## src/design/ihex_pkg.sv

```systemverilog
// Shared constants for the Intel HEX record parser: field widths, result kinds,
// character codes and the hex digit decoder. No dependencies.
package ihex_pkg;

    localparam int ADDR_WIDTH = 16;
    localparam int KIND_WIDTH = 3;
    localparam int BYTE_WIDTH = 8;

    localparam logic [KIND_WIDTH-1:0] K_WRITE     = 3'd0;
    localparam logic [KIND_WIDTH-1:0] K_OK        = 3'd1;
    localparam logic [KIND_WIDTH-1:0] K_BADSUM    = 3'd2;
    localparam logic [KIND_WIDTH-1:0] K_EOF       = 3'd3;
    localparam logic [KIND_WIDTH-1:0] K_MALFORMED = 3'd4;

    localparam logic [7:0] CH_COLON = 8'h3A;
    localparam logic [7:0] CH_0     = 8'h30;
    localparam logic [7:0] CH_9     = 8'h39;
    localparam logic [7:0] CH_UA    = 8'h41;
    localparam logic [7:0] CH_UF    = 8'h46;
    localparam logic [7:0] CH_LA    = 8'h61;
    localparam logic [7:0] CH_LF    = 8'h66;

    localparam logic [7:0] REC_TYPE_EOF = 8'h01;

    typedef struct packed {
        logic       ok;
        logic [3:0] value;
    } hex_digit_t;

    function automatic hex_digit_t hex_decode(input logic [7:0] c);
        hex_digit_t d;
        d.ok    = 1'b1;
        d.value = 4'd0;
        case (c) inside
            [CH_0:CH_9]:   d.value = 4'(c - CH_0);
            [CH_UA:CH_UF]: d.value = 4'(c - CH_UA + 8'd10);
            [CH_LA:CH_LF]: d.value = 4'(c - CH_LA + 8'd10);
            default:       d.ok = 1'b0;
        endcase
        return d;
    endfunction

endpackage

```

## src/design/ihex_parse.sv

```systemverilog
// Record parser state machine: decodes one character per request and forms
// at most one result. Depends on ihex_pkg.
module ihex_parse #(
    parameter int ADDR_WIDTH = ihex_pkg::ADDR_WIDTH
) (
    input  logic                              clk,
    input  logic                              rst_n,
    input  logic                              fire,
    input  logic [7:0]                        in_char,
    input  logic [ADDR_WIDTH:0]               mem_limit,
    output logic                              res_valid,
    output logic [ihex_pkg::KIND_WIDTH-1:0]   res_kind,
    output logic [ADDR_WIDTH-1:0]             res_addr,
    output logic [ihex_pkg::BYTE_WIDTH-1:0]   res_data
);
    import ihex_pkg::*;

    localparam logic [2:0] PH_IDLE = 3'd0;
    localparam logic [2:0] PH_LEN  = 3'd1;
    localparam logic [2:0] PH_ADDR = 3'd2;
    localparam logic [2:0] PH_TYPE = 3'd3;
    localparam logic [2:0] PH_DATA = 3'd4;
    localparam logic [2:0] PH_CSUM = 3'd5;

    logic [2:0]            phase_reg, phase_next;
    logic                  nibble_reg, nibble_next;
    logic [3:0]            high_reg, high_next;
    logic                  field_reg, field_next;
    logic [7:0]            len_reg, len_next;
    logic [ADDR_WIDTH-1:0] addr_reg, addr_next;
    logic [7:0]            index_reg, index_next;
    logic [7:0]            sum_reg, sum_next;
    logic                  halted_reg, halted_next;

    hex_digit_t            digit;
    logic [7:0]            byte_val;
    logic [7:0]            sum_new;
    logic [7:0]            index_inc;
    logic [ADDR_WIDTH:0]   full_addr;

    always_comb
    begin
        digit     = hex_decode(in_char);
        byte_val  = {high_reg, digit.value};
        sum_new   = sum_reg + byte_val;
        index_inc = index_reg + 8'd1;
        full_addr = {1'b0, addr_reg} + (ADDR_WIDTH+1)'(index_reg);

        phase_next  = phase_reg;
        nibble_next = nibble_reg;
        high_next   = high_reg;
        field_next  = field_reg;
        len_next    = len_reg;
        addr_next   = addr_reg;
        index_next  = index_reg;
        sum_next    = sum_reg;
        halted_next = halted_reg;
        res_valid   = 1'b0;
        res_kind    = K_WRITE;
        res_addr    = '0;
        res_data    = '0;

        if (fire && !halted_reg)
        begin
            if (phase_reg == PH_IDLE)
            begin
                if (in_char == CH_COLON)
                begin
                    phase_next  = PH_LEN;
                    nibble_next = 1'b0;
                    high_next   = 4'd0;
                    field_next  = 1'b0;
                    index_next  = 8'd0;
                    sum_next    = 8'd0;
                end
            end
            else if (!digit.ok)
            begin
                phase_next  = PH_IDLE;
                nibble_next = 1'b0;
                res_valid   = 1'b1;
                res_kind    = K_MALFORMED;
            end
            else if (!nibble_reg)
            begin
                high_next   = digit.value;
                nibble_next = 1'b1;
            end
            else
            begin
                nibble_next = 1'b0;
                sum_next    = sum_new;
                unique case (phase_reg)
                    PH_LEN:
                    begin
                        len_next   = byte_val;
                        field_next = 1'b0;
                        phase_next = PH_ADDR;
                    end
                    PH_ADDR:
                    begin
                        if (!field_reg)
                        begin
                            addr_next  = ADDR_WIDTH'({byte_val, 8'h00});
                            field_next = 1'b1;
                        end
                        else
                        begin
                            addr_next  = addr_reg | ADDR_WIDTH'(byte_val);
                            field_next = 1'b0;
                            phase_next = PH_TYPE;
                        end
                    end
                    PH_TYPE:
                    begin
                        index_next = 8'd0;
                        if (byte_val == REC_TYPE_EOF)
                        begin
                            halted_next = 1'b1;
                            phase_next  = PH_IDLE;
                            res_valid   = 1'b1;
                            res_kind    = K_EOF;
                        end
                        else
                        begin
                            phase_next = (len_reg == 8'd0) ? PH_CSUM : PH_DATA;
                        end
                    end
                    PH_DATA:
                    begin
                        index_next = index_inc;
                        if (index_inc == len_reg)
                        begin
                            phase_next = PH_CSUM;
                        end
                        if (full_addr < mem_limit && !full_addr[ADDR_WIDTH])
                        begin
                            res_valid = 1'b1;
                            res_kind  = K_WRITE;
                            res_addr  = full_addr[ADDR_WIDTH-1:0];
                            res_data  = byte_val;
                        end
                    end
                    PH_CSUM:
                    begin
                        phase_next = PH_IDLE;
                        res_valid  = 1'b1;
                        if (sum_new == 8'd0)
                        begin
                            res_kind = K_OK;
                        end
                        else
                        begin
                            res_kind    = K_BADSUM;
                            halted_next = 1'b1;
                        end
                    end
                    default:
                    begin
                        phase_next = PH_IDLE;
                    end
                endcase
            end
        end
    end

    always_ff @(posedge clk or negedge rst_n)
    begin
        if (!rst_n)
        begin
            phase_reg  <= PH_IDLE;
            nibble_reg <= 1'b0;
            high_reg   <= 4'd0;
            field_reg  <= 1'b0;
            len_reg    <= 8'd0;
            addr_reg   <= '0;
            index_reg  <= 8'd0;
            sum_reg    <= 8'd0;
            halted_reg <= 1'b0;
        end
        else
        begin
            phase_reg  <= phase_next;
            nibble_reg <= nibble_next;
            high_reg   <= high_next;
            field_reg  <= field_next;
            len_reg    <= len_next;
            addr_reg   <= addr_next;
            index_reg  <= index_next;
            sum_reg    <= sum_next;
            halted_reg <= halted_next;
        end
    end

`ifndef SYNTH
    a_halt_sticks: assert property (@(posedge clk) disable iff (!rst_n)
        halted_reg |=> halted_reg)
        else $error("parser left the halted state without reset");

    a_write_in_data: assert property (@(posedge clk) disable iff (!rst_n)
        (res_valid && res_kind == K_WRITE) |-> (phase_reg == PH_DATA && nibble_reg))
        else $error("data write formed outside the data field");

    a_halt_cause: assert property (@(posedge clk) disable iff (!rst_n)
        (!halted_reg && halted_next) |->
            (res_valid && (res_kind == K_EOF || res_kind == K_BADSUM)))
        else $error("parser halted without end of file or bad checksum");
`endif

endmodule

```

## src/design/ihex_out_buf.sv

```systemverilog
// Two-entry result buffer: output register plus skid register, so the parser
// keeps going while a result waits. Depends on ihex_pkg for house conventions.
module ihex_out_buf #(
    parameter int WIDTH = ihex_pkg::KIND_WIDTH + ihex_pkg::ADDR_WIDTH + ihex_pkg::BYTE_WIDTH
) (
    input  logic             clk,
    input  logic             rst_n,
    input  logic             push,
    input  logic [WIDTH-1:0] push_data,
    output logic             space,
    output logic             out_valid,
    input  logic             out_ready,
    output logic [WIDTH-1:0] out_data
);
    import ihex_pkg::*;

    logic             out_valid_reg, out_valid_next;
    logic             skid_valid_reg, skid_valid_next;
    logic [WIDTH-1:0] out_data_reg, out_data_next;
    logic [WIDTH-1:0] skid_data_reg, skid_data_next;
    logic             pop;

    always_comb
    begin
        pop             = out_valid_reg && out_ready;
        out_valid_next  = out_valid_reg;
        skid_valid_next = skid_valid_reg;
        out_data_next   = out_data_reg;
        skid_data_next  = skid_data_reg;

        if (skid_valid_reg)
        begin
            if (pop)
            begin
                out_data_next   = skid_data_reg;
                skid_valid_next = 1'b0;
            end
        end
        else if (push)
        begin
            if (!out_valid_reg || pop)
            begin
                out_data_next  = push_data;
                out_valid_next = 1'b1;
            end
            else
            begin
                skid_data_next  = push_data;
                skid_valid_next = 1'b1;
            end
        end
        else if (pop)
        begin
            out_valid_next = 1'b0;
        end
    end

    always_ff @(posedge clk or negedge rst_n)
    begin
        if (!rst_n)
        begin
            out_valid_reg  <= 1'b0;
            skid_valid_reg <= 1'b0;
        end
        else
        begin
            out_valid_reg  <= out_valid_next;
            skid_valid_reg <= skid_valid_next;
        end
    end

    always_ff @(posedge clk)
    begin
        out_data_reg  <= out_data_next;
        skid_data_reg <= skid_data_next;
    end

    assign space     = !skid_valid_reg;
    assign out_valid = out_valid_reg;
    assign out_data  = out_data_reg;

`ifndef SYNTH
    a_no_overrun: assert property (@(posedge clk) disable iff (!rst_n)
        push |-> !skid_valid_reg)
        else $error("result pushed into a full buffer");

    a_skid_order: assert property (@(posedge clk) disable iff (!rst_n)
        skid_valid_reg |-> out_valid_reg)
        else $error("skid entry held while output register empty");

    a_skid_drain: assert property (@(posedge clk) disable iff (!rst_n)
        (skid_valid_reg && out_ready) |=> (out_valid_reg && !skid_valid_reg
            && out_data_reg == $past(skid_data_reg)))
        else $error("skid entry not moved to output on pop");
`endif

endmodule

```

## src/design/intel_hex_record_parser_core.sv

```systemverilog
// Intel HEX record parser, top level: input register, parser, result buffer.
// The parser decodes each character held in the input register; its result is
// registered in the buffer's output register, or its skid register if that is busy.
// Throughput: one character per cycle while the buffer has space (single-pass parser).
// Reset (rst_n, asynchronous, active low) clears the parser and the buffers
// and sets the memory limit to 2^ADDR_WIDTH. Depends on ihex_parse, ihex_out_buf.
module intel_hex_record_parser_core #(
    parameter int ADDR_WIDTH = ihex_pkg::ADDR_WIDTH
) (
    input  logic                                            clk,
    input  logic                                            rst_n,
    input  logic                                            s_axis_tvalid,
    output logic                                            s_axis_tready,
    input  logic [7:0]                                      s_axis_tdata, // in_char
    output logic                                            m_axis_tvalid,
    input  logic                                            m_axis_tready,
    // write_address, write_data
    output logic [((ADDR_WIDTH+ihex_pkg::BYTE_WIDTH+7)/8)*8-1:0] m_axis_tdata,
    output logic [ihex_pkg::KIND_WIDTH-1:0]                 m_axis_tuser, // kind
    input  logic                                            cfg_valid,
    output logic                                            cfg_ready,
    input  logic [ADDR_WIDTH:0]                             cfg_data      // mem_limit
);
    import ihex_pkg::*;

    localparam int TDATA_W = ((ADDR_WIDTH + BYTE_WIDTH + 7) / 8) * 8;
    localparam int PAY_W   = KIND_WIDTH + ADDR_WIDTH + BYTE_WIDTH;

    logic [7:0]              char_reg;
    logic                    char_valid_reg, char_valid_next;
    logic [ADDR_WIDTH:0]     mem_limit_reg;
    logic                    fire;
    logic                    buf_space;
    logic                    res_valid;
    logic [KIND_WIDTH-1:0]   res_kind;
    logic [ADDR_WIDTH-1:0]   res_addr;
    logic [BYTE_WIDTH-1:0]   res_data;
    logic [PAY_W-1:0]        out_payload;

    assign fire          = char_valid_reg && buf_space;
    assign s_axis_tready = !char_valid_reg || fire;
    assign cfg_ready     = 1'b1;

    always_comb
    begin
        char_valid_next = char_valid_reg;
        if (s_axis_tvalid && s_axis_tready)
        begin
            char_valid_next = 1'b1;
        end
        else if (fire)
        begin
            char_valid_next = 1'b0;
        end
    end

    always_ff @(posedge clk or negedge rst_n)
    begin
        if (!rst_n)
        begin
            char_valid_reg <= 1'b0;
            mem_limit_reg  <= (ADDR_WIDTH+1)'(1) << ADDR_WIDTH;
        end
        else
        begin
            char_valid_reg <= char_valid_next;
            if (cfg_valid)
            begin
                mem_limit_reg <= cfg_data;
            end
        end
    end

    always_ff @(posedge clk)
    begin
        if (s_axis_tvalid && s_axis_tready)
        begin
            char_reg <= s_axis_tdata;
        end
    end

    ihex_parse #(
        .ADDR_WIDTH (ADDR_WIDTH)
    ) u_parse (
        .clk       (clk),
        .rst_n     (rst_n),
        .fire      (fire),
        .in_char   (char_reg),
        .mem_limit (mem_limit_reg),
        .res_valid (res_valid),
        .res_kind  (res_kind),
        .res_addr  (res_addr),
        .res_data  (res_data)
    );

    ihex_out_buf #(
        .WIDTH (PAY_W)
    ) u_out_buf (
        .clk       (clk),
        .rst_n     (rst_n),
        .push      (fire && res_valid),
        .push_data ({res_kind, res_data, res_addr}),
        .space     (buf_space),
        .out_valid (m_axis_tvalid),
        .out_ready (m_axis_tready),
        .out_data  (out_payload)
    );

    assign m_axis_tuser = out_payload[PAY_W-1 -: KIND_WIDTH];
    assign m_axis_tdata = TDATA_W'(out_payload[ADDR_WIDTH+BYTE_WIDTH-1:0]);

endmodule
```

## config.mk

```make
export PLATFORM = sky130hd
export DESIGN_NAME = intel_hex_record_parser_core
export DESIGN_NICKNAME = d
export VERILOG_FILES = /design/src/design/ihex_pkg.sv /design/src/design/ihex_parse.sv /design/src/design/ihex_out_buf.sv /design/src/design/intel_hex_record_parser_core.sv
export SDC_FILE = /design/constraint.sdc
export NUM_CORES = 1
export LEC_CHECK = 0
export BUFFER_PORTS_ARGS = -buffer_cell sky130_fd_sc_hd__buf_4
export CAP_MARGIN = 15
export CORE_MARGIN = 5
export CORE_UTILIZATION = 35
export CTS_CLUSTER_SIZE = 24
export DETAILED_ROUTE_END_ITERATION = 8
export PLACE_DENSITY_LB_ADDON = 0.15
export SKIP_LAST_GASP = 1
export SYNTH_ARGS = -nofsm -noshare
export SYNTH_HDL_FRONTEND = slang
export SYNTH_HIERARCHICAL = 1
export SYNTH_SLANG_ARGS = --single-unit
```

## constraint.sdc

```tcl
create_clock -name clk -period 6.1 [get_ports clk]
set_input_delay 0.61 -clock clk [delete_from_list [all_inputs] [get_ports clk]]
set_output_delay 0.61 -clock clk [all_outputs]
set_load 0.005 [all_outputs]
```

# Word-level counts from Yosys, hierarchy flattened
# Index checks and enable logic that the tools add are counted.
[classes] add_sub_neg=8 n_mul=0 n_div=0 magnitude_cmp=7 eq_ne=17 shifts=0 mux=79 n_bitwise=4 n_reduce_logical=40
[op_table] cell="$mux W16" n=7
[op_table] cell="$mux W27" n=4
[op_table] cell="$mux W8" n=13
[op_table] cell="$mux W3" n=11
[op_table] cell="$mux W1" n=29
[op_table] cell="$mux W4" n=7
[op_table] cell="$reduce_and A5 Y1" n=5
[op_table] cell="$add A16 B8 Y17" n=1
[op_table] cell="$lt A17 B17 Y1" n=1
[op_table] cell="$ge A8 B7 Y1 const B" n=2
[op_table] cell="$le A8 B7 Y1 const B" n=2
[op_table] cell="$logic_not A8 Y1" n=2
[op_table] cell="$or A16 B8 Y16" n=1
[op_table] cell="$pmux W8 S2" n=1
[op_table] cell="$reduce_bool A2 Y1" n=7
[op_table] cell="$pmux W3 S4" n=1
[op_table] cell="$sub A4 B1 Y4 const B" n=3
[op_table] cell="$ne A2 B2 Y1 const B" n=5
[op_table] cell="$logic_and A1 B1 Y1" n=9
[op_table] cell="$reduce_and A3 Y1" n=3
[op_table] cell="$add A4 B4 Y4 const B" n=2
[op_table] cell="$add A8 B1 Y8 const B" n=1
[op_table] cell="$add A8 B8 Y8" n=1
[op_table] cell="$eq A8 B1 Y1 const B" n=1
[op_table] cell="other kinds (23)" n=36
[word_totals] ff_bits=132 latch_bits=0 ram_bits=0 romBits=0 in_bits=30 out_inout_bits=30 elab_cells=171 mem_count=0

# Logic depth before layout (Yosys ltp)
[depth] ltp_word=16 ltp_mapped=20 mapped_depth_nobuf=20

# Modules after synthesis
# The synthesis kept the hierarchy.
[by_module_without_submodules] module="ihex_parse" instances=1 cells_per_inst=482 area_each_um2=4086.4 seq_area_each_um2=1251.2
[by_module_without_submodules] module="ihex_out_buf" instances=1 cells_per_inst=96 area_each_um2=2190.9 seq_area_each_um2=1671.6
[by_module_without_submodules] module="intel_hex_record_parser_core" instances=1 cells_per_inst=52 area_each_um2=994.7 seq_area_each_um2=691.9

# Least setup slack after synthesis
# Ideal clock, no wire load.
[synth_path] path_type="register to register" startpoint="reg u_parse.index_reg[0]" endpoint="reg u_out_buf.out_data_reg[0] (netlist: u_out_buf/out_data[0]) (enable)" setup_time_ns=0.385 arrival_time_ns=4.099 required_ns=5.715 slack_ns=1.616 stages_incl_launch_ff=19 n_path_buf=0 synth_period_minus_slack_ns=4.484 cell_sequence="dfrtp_1 > ha_1 > inv_1 > fa_1 > nor2b_1 > o21ai_0 > a21oi_1 > o211ai_1 > nor3_1 > xnor2_1 > ha_1 > a21o_1 > a21o_1 > a211oi_1 > o21a_1 > nand2_1 > a31oi_1 > and3_1 > o22a_1"
[synth_between] elab_chain_len=12 elab_cells_between_ends=13 cone_classes="1 x add/sub; 1 x order compare; 6 x mux; 5 x reduce/logical"
[synth_lines] element="start, declared" line="ihex_parse.sv:31" source="logic [7:0] index_reg, index_next;"
[synth_lines] element="start signal, assigned" line="ihex_parse.sv:189" source="index_reg <= index_next;"
[synth_lines] element="$add A16 B8 Y17 (*)" line="ihex_parse.sv:47" source="full_addr = {1'b0, addr_reg} + (ADDR_WIDTH+1)'(index_reg);"
[synth_lines] element="$lt A17 B17 Y1 or $logic_not A1 Y1 (tied branches)" line="ihex_parse.sv:136" source="if (full_addr < mem_limit && !full_addr[ADDR_WIDTH])"
[synth_lines] element="$logic_and A1 B1 Y1 (*)" line="ihex_parse.sv:136"
[synth_lines] element="$mux W1 (*)" line="ihex_parse.sv:136"
[synth_lines] element="$pmux W1 S3 (*)" line="ihex_parse.sv:93" source="unique case (phase_reg)"
[synth_lines] element="$mux W1 (*)" line="ihex_parse.sv:84" source="else if (!nibble_reg)"
[synth_lines] element="$mux W1 (*)" line="ihex_parse.sv:77" source="else if (!digit.ok)"
[synth_lines] element="$mux W1 (*)" line="ihex_parse.sv:65" source="if (phase_reg == PH_IDLE)"
[synth_lines] element="$mux W1 (*)" line="ihex_parse.sv:63" source="if (fire && !halted_reg)"
[synth_lines] element="named net res_valid" line="intel_hex_record_parser_core.sv:34" source="logic res_valid;"
[synth_lines] element="$logic_and A1 B1 Y1 (*)" line="intel_hex_record_parser_core.sv:101" source=".push (fire && res_valid),"
[synth_lines] element="$reduce_bool A2 Y1 (no source line) (*)"
[synth_lines] element="$reduce_and A3 Y1 (no source line) (*)"
[synth_lines] element="end signal, assigned" line="ihex_out_buf.sv:74" source="out_data_reg <= out_data_next;"
[synth_lines] element="end, declared" line="ihex_out_buf.sv:19" source="logic [WIDTH-1:0] out_data_reg, out_data_next;"
# Mark *: on every way through the listed nets, which the timed path passes. The rest lies on a longest branch.
# A chain may end at the register's enable or synchronous reset.

# Worst setup path after layout
[layout_path] startpoint="reg u_parse.index_reg[0]" endpoint="reg u_out_buf.skid_data_reg[12] (enable)"
[layout_between] elab_chain_len=11 elab_cells_between_ends=12 cone_classes="1 x add/sub; 1 x order compare; 6 x mux; 4 x reduce/logical"
[layout_lines] element="$add A16 B8 Y17 (*)" line="ihex_parse.sv:47"
[layout_lines] element="$lt A17 B17 Y1 or $logic_not A1 Y1 (tied branches)" line="ihex_parse.sv:136"
[layout_lines] element="$logic_and A1 B1 Y1 (*)" line="ihex_parse.sv:136"
[layout_lines] element="$mux W1 (*)" line="ihex_parse.sv:136"
[layout_lines] element="$pmux W1 S3 (*)" line="ihex_parse.sv:93"
[layout_lines] element="$mux W1 (*)" line="ihex_parse.sv:84"
[layout_lines] element="$mux W1 (*)" line="ihex_parse.sv:77"
[layout_lines] element="$mux W1 (*)" line="ihex_parse.sv:65"
[layout_lines] element="$mux W1 (*)" line="ihex_parse.sv:63"
[layout_lines] element="named net res_valid" line="intel_hex_record_parser_core.sv:34"
[layout_lines] element="$logic_and A1 B1 Y1 (*)" line="intel_hex_record_parser_core.sv:101"
[layout_lines] element="$reduce_and A3 Y1 (no source line) (*)"
[layout_lines] element="end signal, assigned" line="ihex_out_buf.sv:75" source="skid_data_reg <= skid_data_next;"
[layout_lines] element="end, declared" line="ihex_out_buf.sv:20" source="logic [WIDTH-1:0] skid_data_reg, skid_data_next;"
# Marks and branches as above.

==> results.txt <==
Vias/cell - 5.019
Nets - 759
number of global-route vias before repair - 4776
Slew headroom - 29.41%
asr flop ratio synth - 53.03%
kind of critical path - reg2reg
dpl hpwl - 11920 um
Sink Count - 132
CP endpoint kind - register
total of fill cells in the finished design - 1939
worst clock skew - 6.795 ps
Die X-Extent - 154.1 um
Starting Density - 35.71%
Inserted Diodes - 0
count of cell types in the netlist - 66
Worst EP arrival - 5080 ps
Post-Syn Area - 7272 um2
syn nets - 700
most common cell after layout, fill and taps aside - dfrtp_1
1st-pass router iterations - 5
WL/cell - 16.31 um
dominant synthesized flop cell - dfrtp_1
most frequent cells in the layout - 69 x dfrtp_1, 62 x edfxtp_1, 60 x buf_4, 44 x nand2_1, 43 x inv_1
Setup Viol. Count Final - 0
GRT met2 Usage - 20.28%
R2R depth - 18
initial antenna violation count - 0
critical path's slowest cell - and4bb_2
Total Power - 2.020 mW
CTS root buf - clkbuf_16
Routed Antenna Nets - 0
synth top area cells - edfxtp_1 26%, dfrtp_1 24%, mux2_4 7.2%, ha_1 6.5%, mux2_2 2.6%
wirelength, routed - 15850 um
H-Tree Depth - 4
final std cells w/o fill - 972
number of synthesized flops with an enable pin - 62
dpl ws - 1098 ps
IO Count - 60
maxcap violations - 0
sequential fraction of the synthesis area - 49.71%
largest net degree at the start of global routing - 71
reg-to-reg startpoint - u_parse/index_reg[0]
design area - 8488 um2
cell taking the most area after synthesis - edfxtp_1
FP Rows - 52
FMAX - 0.1984 GHz
critical path fanouts, max - 27
Final Wtd Congestion - 0.8601
#FFs+latches synth - 132
die footprint - 23760 um2
Worst-path clk slew - 60 ps
cts bufs inserted - 17
core box area - 20360 um2
top cell type's share of synthesized area - 25.60%
Post-CTS Repair Setup Buffers - 0
die height - 154.1 um
Worst R2R Setup Slack - 1060 ps
CP Launch Type - register
post-cts sizing count - 0
cell total after placement - 940
Final Cycle Share - 82.65%
Residual DRC - 0
hold crit path type - in2async
clock latency at the later pin of the worst-skew pair - 410 ps
initial drt markers - 308
yosys warns - 6
vias - 4878
Most Crowded Layer GR - met2
RSZ-0062 raised after global routing - false
critical-path cell list - ha_1, inv_1, fa_1, nor2b_1, o21ai_0, a21oi_1, o211ai_1, nor3_1, xnor2_1, ha_1, a21o_1, a21o_1, a211oi_1, o21a_1, nand2_1, a31oi_1, and3_1, and4bb_2
min Tclk post-route - 5041 ps
Pwr per Cell Area - 238.0 nW/um2
Syn Inst Count - 630
slowest stage delay, CP - 730 ps
GRT Residual Overflow - 0
Slew Viols, Final - 0
Critical path destination - u_out_buf/skid_data_reg[12]
met1 global-route usage - 19.34%
worst setup margin - 1059 ps
final setup TNS - 0 ps
R2R Path End - u_out_buf/skid_data_reg[12]
leak pwr - 3.925 nW
M3 GR Usage - 3.457%
status - complete, no violations
# hold bufs at CTS - 0
Clock Path Buffers - 2
share of layout cells above drive strength 1 - 21.65%
hold violation total from the final report - 0
Area Overhead vs Synth - 16.72%
gr usage total - 13.65%
Port Buf Inserts - 58
Syn Area/Cell - 11.54 um2
maximum vdd drop - 0.1899 mV
Slew @ Worst Pin - 1051 ps
first-pass GRT wire length - 25940 um
placed cell area - 7900 um2
CTS tree - yes
CP required - 6140 ps
Critical Path Start - u_parse/index_reg[0]
power by group:
part           internal (mW)  switching (mW)  total [mW]
clock                  0.638           0.379        1.02
combinational         0.0320          0.0266      0.0586
sequential             0.939         0.00633       0.945
worst min path at each step:
stage	cells after the start	slack, ps	start	endpoint
final	1	330	rst_n	mem_limit_reg[1]
after global routing	1	350	s_axis_tdata[5]	char_reg[5]
after CTS	1	360	s_axis_tdata[0]	char_reg[0]
after detailed placement	1	460	u_parse/halted_reg	u_parse/halted_reg
after global placement	1	450	u_parse/halted_reg	u_parse/halted_reg
after floorplan	0	310	rst_n	char_valid_reg
metal layers:
metal	wire, um	share of wire [%]
met5	0	0
met4	250	1.6
met3	898	5.7
met1	7541	48
met2	7159	45
through the flow:
stage	hold slack [ps]	utilization (%)
final	329.8	41.68
after global routing	351.5	41.68
after CTS	356.6	41.68
after detailed placement	459.0	38.79
after global placement	450.5	38.79
after floorplan	314.4	-
critical path: cells and delay by family (launching register included):
family	cells	cell delay (ps)
AOI/OAI and AO/OA	8	1620
buffers and inverters	1	50
xor gates and xnor gates	1	180
and+or+nand+nor	5	1470
DFF	1	460
adders and majority gates	3	880
Yosys cell counts, drive strengths merged (2+ instances only):
| cell type | number |
|---|---|
| nand3 | 12 |
| nor2b | 18 |
| inv | 44 |
| or3 | 4 |
| o31ai | 11 |
| o21bai | 3 |
| nor3 | 16 |
| o21ai | 31 |
| buf | 10 |
| clkbuf | 10 |
| or4b | 2 |
| a211oi | 2 |
| and2 | 9 |
| nor4 | 4 |
| nand2b | 8 |
| a21o | 11 |
| o21a | 4 |
| mux2 | 52 |
| o22ai | 3 |
| xor2 | 12 |
| a31oi | 5 |
| and3 | 2 |
| o311ai | 2 |
| dfrtp | 69 |
| xnor2 | 18 |
| fa | 2 |
| nor2 | 41 |
| o211ai | 4 |
| edfxtp | 62 |
| or2 | 2 |
| a22o | 11 |
| ha | 38 |
| and4 | 8 |
| nand4 | 8 |
| nand3b | 5 |
| nand2 | 44 |
| a21oi | 27 |
cell type report:
cell class	instances	area, um2	area share (%)
Sequential cell	132	3615	42.59
Multi-Input combinational cell	434	3332	39.25
Timing Repair Buffer	60	450.4	5.307
Clock buffer	17	425.4	5.012
Tap cell	270	337.8	3.980
Inverter	44	165.2	1.946
Clock inverter	15	162.7	1.916
cells by family after synthesis:
group | count (synthesis) | share of synthesized area, %
compound gates | 122 | 11.10
xor+xnor | 30 | 3.613
fa+ha+maj | 41 | 7.227
buf+inv | 64 | 4.473
flops | 132 | 49.71
mux | 52 | 9.859
other cells | 1 | 0.05157
simple gates | 188 | 13.97
(Power assumes the default switching activity.)
